### config.mk
export PLATFORM = sky130hd
export DESIGN_NAME = rfwe_div
export DESIGN_NICKNAME = d
export VERILOG_FILES = /design/src/hw/rtl/rfwe_pkg.sv /design/src/hw/rtl/rfwe_div.sv
export SDC_FILE = /design/constraint.sdc
export NUM_CORES = 1
export LEC_CHECK = 0
export BUFFER_PORTS_ARGS = -buffer_cell sky130_fd_sc_hd__buf_2
export CAP_MARGIN = 10
export CORE_ASPECT_RATIO = 0.5
export CORE_MARGIN = 2
export CORE_UTILIZATION = 35
export CTS_BUF_LIST = sky130_fd_sc_hd__clkbuf_4
export DETAILED_ROUTE_END_ITERATION = 12
export MAX_ROUTING_LAYER = met4
export PLACE_DENSITY = 0.58
export SYNTH_ARGS = -nofsm -noshare
export SYNTH_HDL_FRONTEND = slang
export SYNTH_SLANG_ARGS = --single-unit
### constraint.sdc
create_clock -name clk -period 3.45 [get_ports clk]
set_input_delay 0 -clock clk [delete_from_list [all_inputs] [get_ports clk]]
set_output_delay 0 -clock clk [all_outputs]
set_load 0.005 [all_outputs]
### src/hw/rtl/rfwe_pkg.sv
// Types and constants shared by the rational-fit weighted-error block.
`default_nettype none

package rfwe_pkg;

	typedef enum logic [3:0] {
		ST_IDLE,
		ST_MUL,
		ST_DIV1_GO,
		ST_DIV1,
		ST_SGN,
		ST_ABS,
		ST_SQR,
		ST_DIV2_GO,
		ST_DIV2,
		ST_ACC,
		ST_FIN
	} rfwe_state_t;

	typedef enum logic [1:0] {
		DS_IDLE,
		DS_CHECK,
		DS_RUN,
		DS_DONE
	} div_state_t;

	typedef enum logic [2:0] {
		MS_KK,
		MS_BK,
		MS_CKK,
		MS_DK,
		MS_EKK,
		MS_DRAIN
	} mul_step_t;

	typedef enum logic [2:0] {
		REG_COEF_A = 3'd0,
		REG_COEF_B = 3'd1,
		REG_COEF_C = 3'd2,
		REG_COEF_D = 3'd3,
		REG_COEF_E = 3'd4
	} cfg_reg_t;

	localparam logic [63:0] DEN_ONE    = 64'h0001_0000_0000_0000;
	localparam logic [40:0] MODEL_CAP  = 41'h100_0000_0000;
	localparam logic [31:0] RES_CAP    = 32'hFFFF_FFFF;
	localparam logic [6:0]  DIV1_ITERS = 7'd40;
	localparam logic [6:0]  DIV2_ITERS = 7'd64;

	typedef struct packed {
		logic        start;
		logic [63:0] rem;
		logic [63:0] bits;
		logic [63:0] divisor;
		logic [6:0]  iters;
	} div_req_t;

	typedef struct packed {
		logic        done;
		logic        ovf;
		logic [63:0] quot;
	} div_rsp_t;

endpackage

`default_nettype wire

### src/hw/rtl/rfwe_div.sv
// Radix-2 restoring divider shared by the model ratio and the spread weighting.
`default_nettype none

module rfwe_div
	import rfwe_pkg::*;
(
	input  wire logic     clk,
	input  wire logic     arst_n,
	input  wire div_req_t req,
	output div_rsp_t      rsp
);

	div_state_t  state_q, state_d;
	logic [6:0]  cnt_q;
	logic [63:0] rem_q;
	logic [63:0] bits_q;
	logic [63:0] dvs_q;
	logic [63:0] quot_q;
	logic        ovf_q;
	logic [63:0] trial;
	logic        fits;

	// remainder stays below the divisor, so its top bit is always clear
	assign trial = {rem_q[62:0], bits_q[63]};
	assign fits  = (trial >= dvs_q);

	always_comb begin
		state_d = state_q;
		unique case (state_q)
			DS_IDLE:  state_d = DS_IDLE;
			DS_CHECK: state_d = (rem_q >= dvs_q) ? DS_DONE : DS_RUN;
			DS_RUN:   if (cnt_q == 7'd1) state_d = DS_DONE;
			DS_DONE:  state_d = DS_IDLE;
			default:  state_d = DS_IDLE;
		endcase
		if (req.start) state_d = DS_CHECK;
	end

	always_ff @(posedge clk or negedge arst_n) begin
		if (!arst_n) begin
			state_q <= DS_IDLE;
			cnt_q   <= '0;
			ovf_q   <= 1'b0;
		end else begin
			state_q <= state_d;
			if (req.start) begin
				cnt_q <= req.iters;
				ovf_q <= 1'b0;
			end else if (state_q == DS_CHECK) begin
				ovf_q <= (rem_q >= dvs_q);
			end else if (state_q == DS_RUN) begin
				cnt_q <= cnt_q - 7'd1;
			end
		end
	end

	always_ff @(posedge clk) begin
		if (req.start) begin
			rem_q  <= req.rem;
			bits_q <= req.bits;
			dvs_q  <= req.divisor;
			quot_q <= '0;
		end else if (state_q == DS_RUN) begin
			rem_q  <= fits ? (trial - dvs_q) : trial;
			quot_q <= {quot_q[62:0], fits};
			bits_q <= {bits_q[62:0], 1'b0};
		end
	end

	assign rsp.done = (state_q == DS_DONE);
	assign rsp.ovf  = ovf_q;
	assign rsp.quot = quot_q;

endmodule

`default_nettype wire

==> flow_summary.yaml <==
detailed_routing:
  ant_nets: 0
  avgRoutedWirePerCell_um: 16.7
  drc_errors: 0
  drtIter0Drc: 955
  vias: 14262
  dr.pass1.iters: 6
  routed_wl_mm: 48.1
  vias_per_cell: 4.95
place:
  gp_congestion: 0.887
  port-buffer-count: 267
  hpwl_mm: 32.4
  place_area_sq_um: 18600
yosys:
  syn_area_per_cell_sq_um: 10.3
  ys_top_cells_by_count: "edfxtp_1, nor2_1, a21oi_1, ha_1, mux2_2"
  ys_ff_latch: 266
  synth_top_area_share: 0.355
  yosysSeqAreaShare: 0.450
  synthesis.area_sq_um: 16200
  synth_edf_count: 192
  ys_dominant_reg_cell: "edfxtp_1"
  synthDistinctLibCells: 70
  syn_inst: 1571
  async_reset_ff_frac: 0.0376
  yosysMostFrequentCell: "edfxtp_1"
  yosys.area.top_type: "edfxtp_1"
  syn_nets: 1908
  synth.area.top_cells: "edfxtp_1, ha_1, dfxtp_1"
  ys_warn_count: 0
timing:
  finalHoldViolations: 0
  timing.fmax_mhz: 296
  grt_setup_unrepaired: "yes"
  finalCriticalPeriod_ps: 3380
  tightest_slew_ps: 1080
  fin_crit_sh: 0.978
  slew_viol_final: 0
  fin_worst_hold_slack_ps: 63.8
  relSlewSlack: 0.279
  final.setup_skew_ps: 55.4
  finalSetupViolations: 0
power:
  peakVddDrop_mv: 0.220
  seqPwrFrac: 0.333
  combPwrFrac: 0.449
  netSwitchingFraction: 0.376
  switchingPower_w: 0.00491
  finalPower_w: 0.0131
  p_int_w: 0.00816
  pwr_density_cell_nw_per_um2: 575
  clkPwrFrac: 0.218
  leakagePower_nw: 9.76
grt:
  gr-total-overflow: 0
  antenna_found_initial: 6
  grt_pass1_vias: 14388
  grt_max_degree: 136
  grt_use_total: 0.201
  grt_pass1_wl_mm: 74.6
cells_and_area:
  seq_area_sq_um: 7300
  final.fill_count: 4213
  multiInputGateArea_sq_um: 8510
  drive_above_1_share: 0.265
  nets: 2533
  synthToLayoutAreaGrowth_pct: 40.1
  utilization: 0.500
  final_area_sq_um: 22700
worst_setup_path:
  cp.arrival_ps: 3870
  critical-path-top-delay-family: "compound AO/OA/AOI/OAI gates"
  critical_path_class: "register to register"
  cp.required_ps: 3950
  crit_path_start_kind: "register"
  endpoint_kind: "register"
  cpMaxStageDelayCell: "fa_2"
  cpPeakStageDelay_ps: 420
  worst-path-max-fanout: 8
  path_cells: "ha_2, fa_2, nor2b_4, o31ai_4, a31o_2, a41oi_2, a41o_1, nor3_4, o211ai_4, buf_6, clkbuf_16, a21oi_1, mux2_2"
  crit_buf_inv: 2
floorplan:
  start_util: 0.357
  die_y_um: 156
  row_count: 55
  ios: 268
  die_w_um: 309
  dieArea_sq_um: 48200
  core_sq_um: 45500
status:
  status: "finished clean"
flow_run:
  maxCapViolations: 0
clocking:
  tritoncts: "yes"
  cts_buffer_depth: 3
  clkLatencyLatePin_ps: 790
  ctsRootBufferMaster: "clkbuf_4"
  htree_levels: 3
  cts-buffers-inserted: 68
  clk_pin_slew_ps: 90
  clock_sinks: 266
min_path:
  hold_class: "input port to register"
power by group through the flow:
stage	Combinational (W)	Sequential, W	Clock (W)
after floorplan	0.00372	0.00432	0
after global routing	0.00648	0.00440	0.00311
after global placement	0.00518	0.00439	0
final	0.00587	0.00435	0.00285
after CTS	0.00550	0.00434	0.00293
after detailed placement	0.00521	0.00440	0
state kept, by name, summed over array words and instances (netlist names):
| register | cells |
|---|---|
| bits_q | 64 |
| cnt_q | 7 |
| dvs_q | 64 |
| ovf_q | 1 |
| quot_q | 64 |
| rem_q | 64 |
| state_q | 2 |
metal layers:
layer / wire, um / up-vias / track usage
met2: 24300 / 284 / 0.345
met5: 0 / - / -
li1: - / 7090 / -
met1: 20600 / 6796 / 0.237
met4: 1150 / 0 / 0.0674
met3: 2100 / 92 / 0.0383
through the flow:
stage | instances | worst slack (ps) | TNS (ps)
after floorplan | 1571 | 335 | 0
after detailed placement | 2456 | 17.1 | 0
after global placement | 2456 | 0.953 | 0
after global routing | 2881 | -38.2 | -360
final | 2881 | 74.2 | 0
after CTS | 2861 | 13.2 | 0
worst reg2reg max path, cell delays in order, from the launching register on:
cell and delay (ps):
edfxtp_1 400, ha_2 210, fa_2 420, nor2b_4 170
o31ai_4 70, a31o_2 280, a41oi_2 170, a41o_1 260
nor3_4 80, o211ai_4 370, buf_6 210, clkbuf_16 170
a21oi_1 60, mux2_2 260
worst paths after layout:
check / startpoint / endpoint / slack, ps / cells past startpoint
setup / recovery: dvs_q[0] / rem_q[23] / 70 / 13
hold / removal: req[91] / bits_q[20] / 60 / 3
setup reg to reg: dvs_q[0] / rem_q[23] / 70 / 13
hold reg to reg: quot_q[6] / quot_q[7] / 470 / 2
max in group asynchronous: arst_n / state_q[1] / 2850 / 3
min in group asynchronous: arst_n / cnt_q[5] / 250 / 3
logic make-up (layout without fill, tap and decap cells):
logic type               count (synthesis)  count (layout)  share of synthesized area
AND/OR/NAND/NOR                        395             395                      0.113
AO/OA/AOI/OAI                          390             390                      0.151
flip-flops                             266             266                      0.450
multiplexers                           166             166                      0.110
buffers and inverters                  161             838                     0.0413
adder cells (fa/ha/maj)                135             135                      0.105
XOR/XNOR                                58              58                     0.0313
other                                    0               6                          0
final cells by class:
cell class	instances	share of cell area
multi-input combinational	1144	0.374
tap	627	0.0345
antenna	6	0.000660
sequential	266	0.321
inverter	91	0.0150
clock inverter	24	0.00583
timing repair buffer	625	0.217
clock buffer	98	0.0324
repair_timing:
| item | CTS | global route |
|---|---|---|
| buffers inserted | 0 | 9 |
| hold buffers | 283 | 2 |
| cloned | 0 | 4 |
| resized for setup | 0 | 49 |
| pin swaps | 1 | 9 |
| endpoints found under the setup margin | 1 | 61 |
| hold endpoints to repair | 290 | 2 |
placed cells by master (no fill, tap or decap), drive strengths merged, types with 48 or more instances in the layout:
cell / count
a21o: 48
a21oi: 148
buf: 335
clkbuf: 103
dfxtp: 64
dlygate4sd3: 285
edfxtp: 192
ha: 134
inv: 93
mux2: 99
mux2i: 67
nand2: 91
nor2: 158
o21ai: 72
Note: power is estimated with default switching activity, not from simulation.
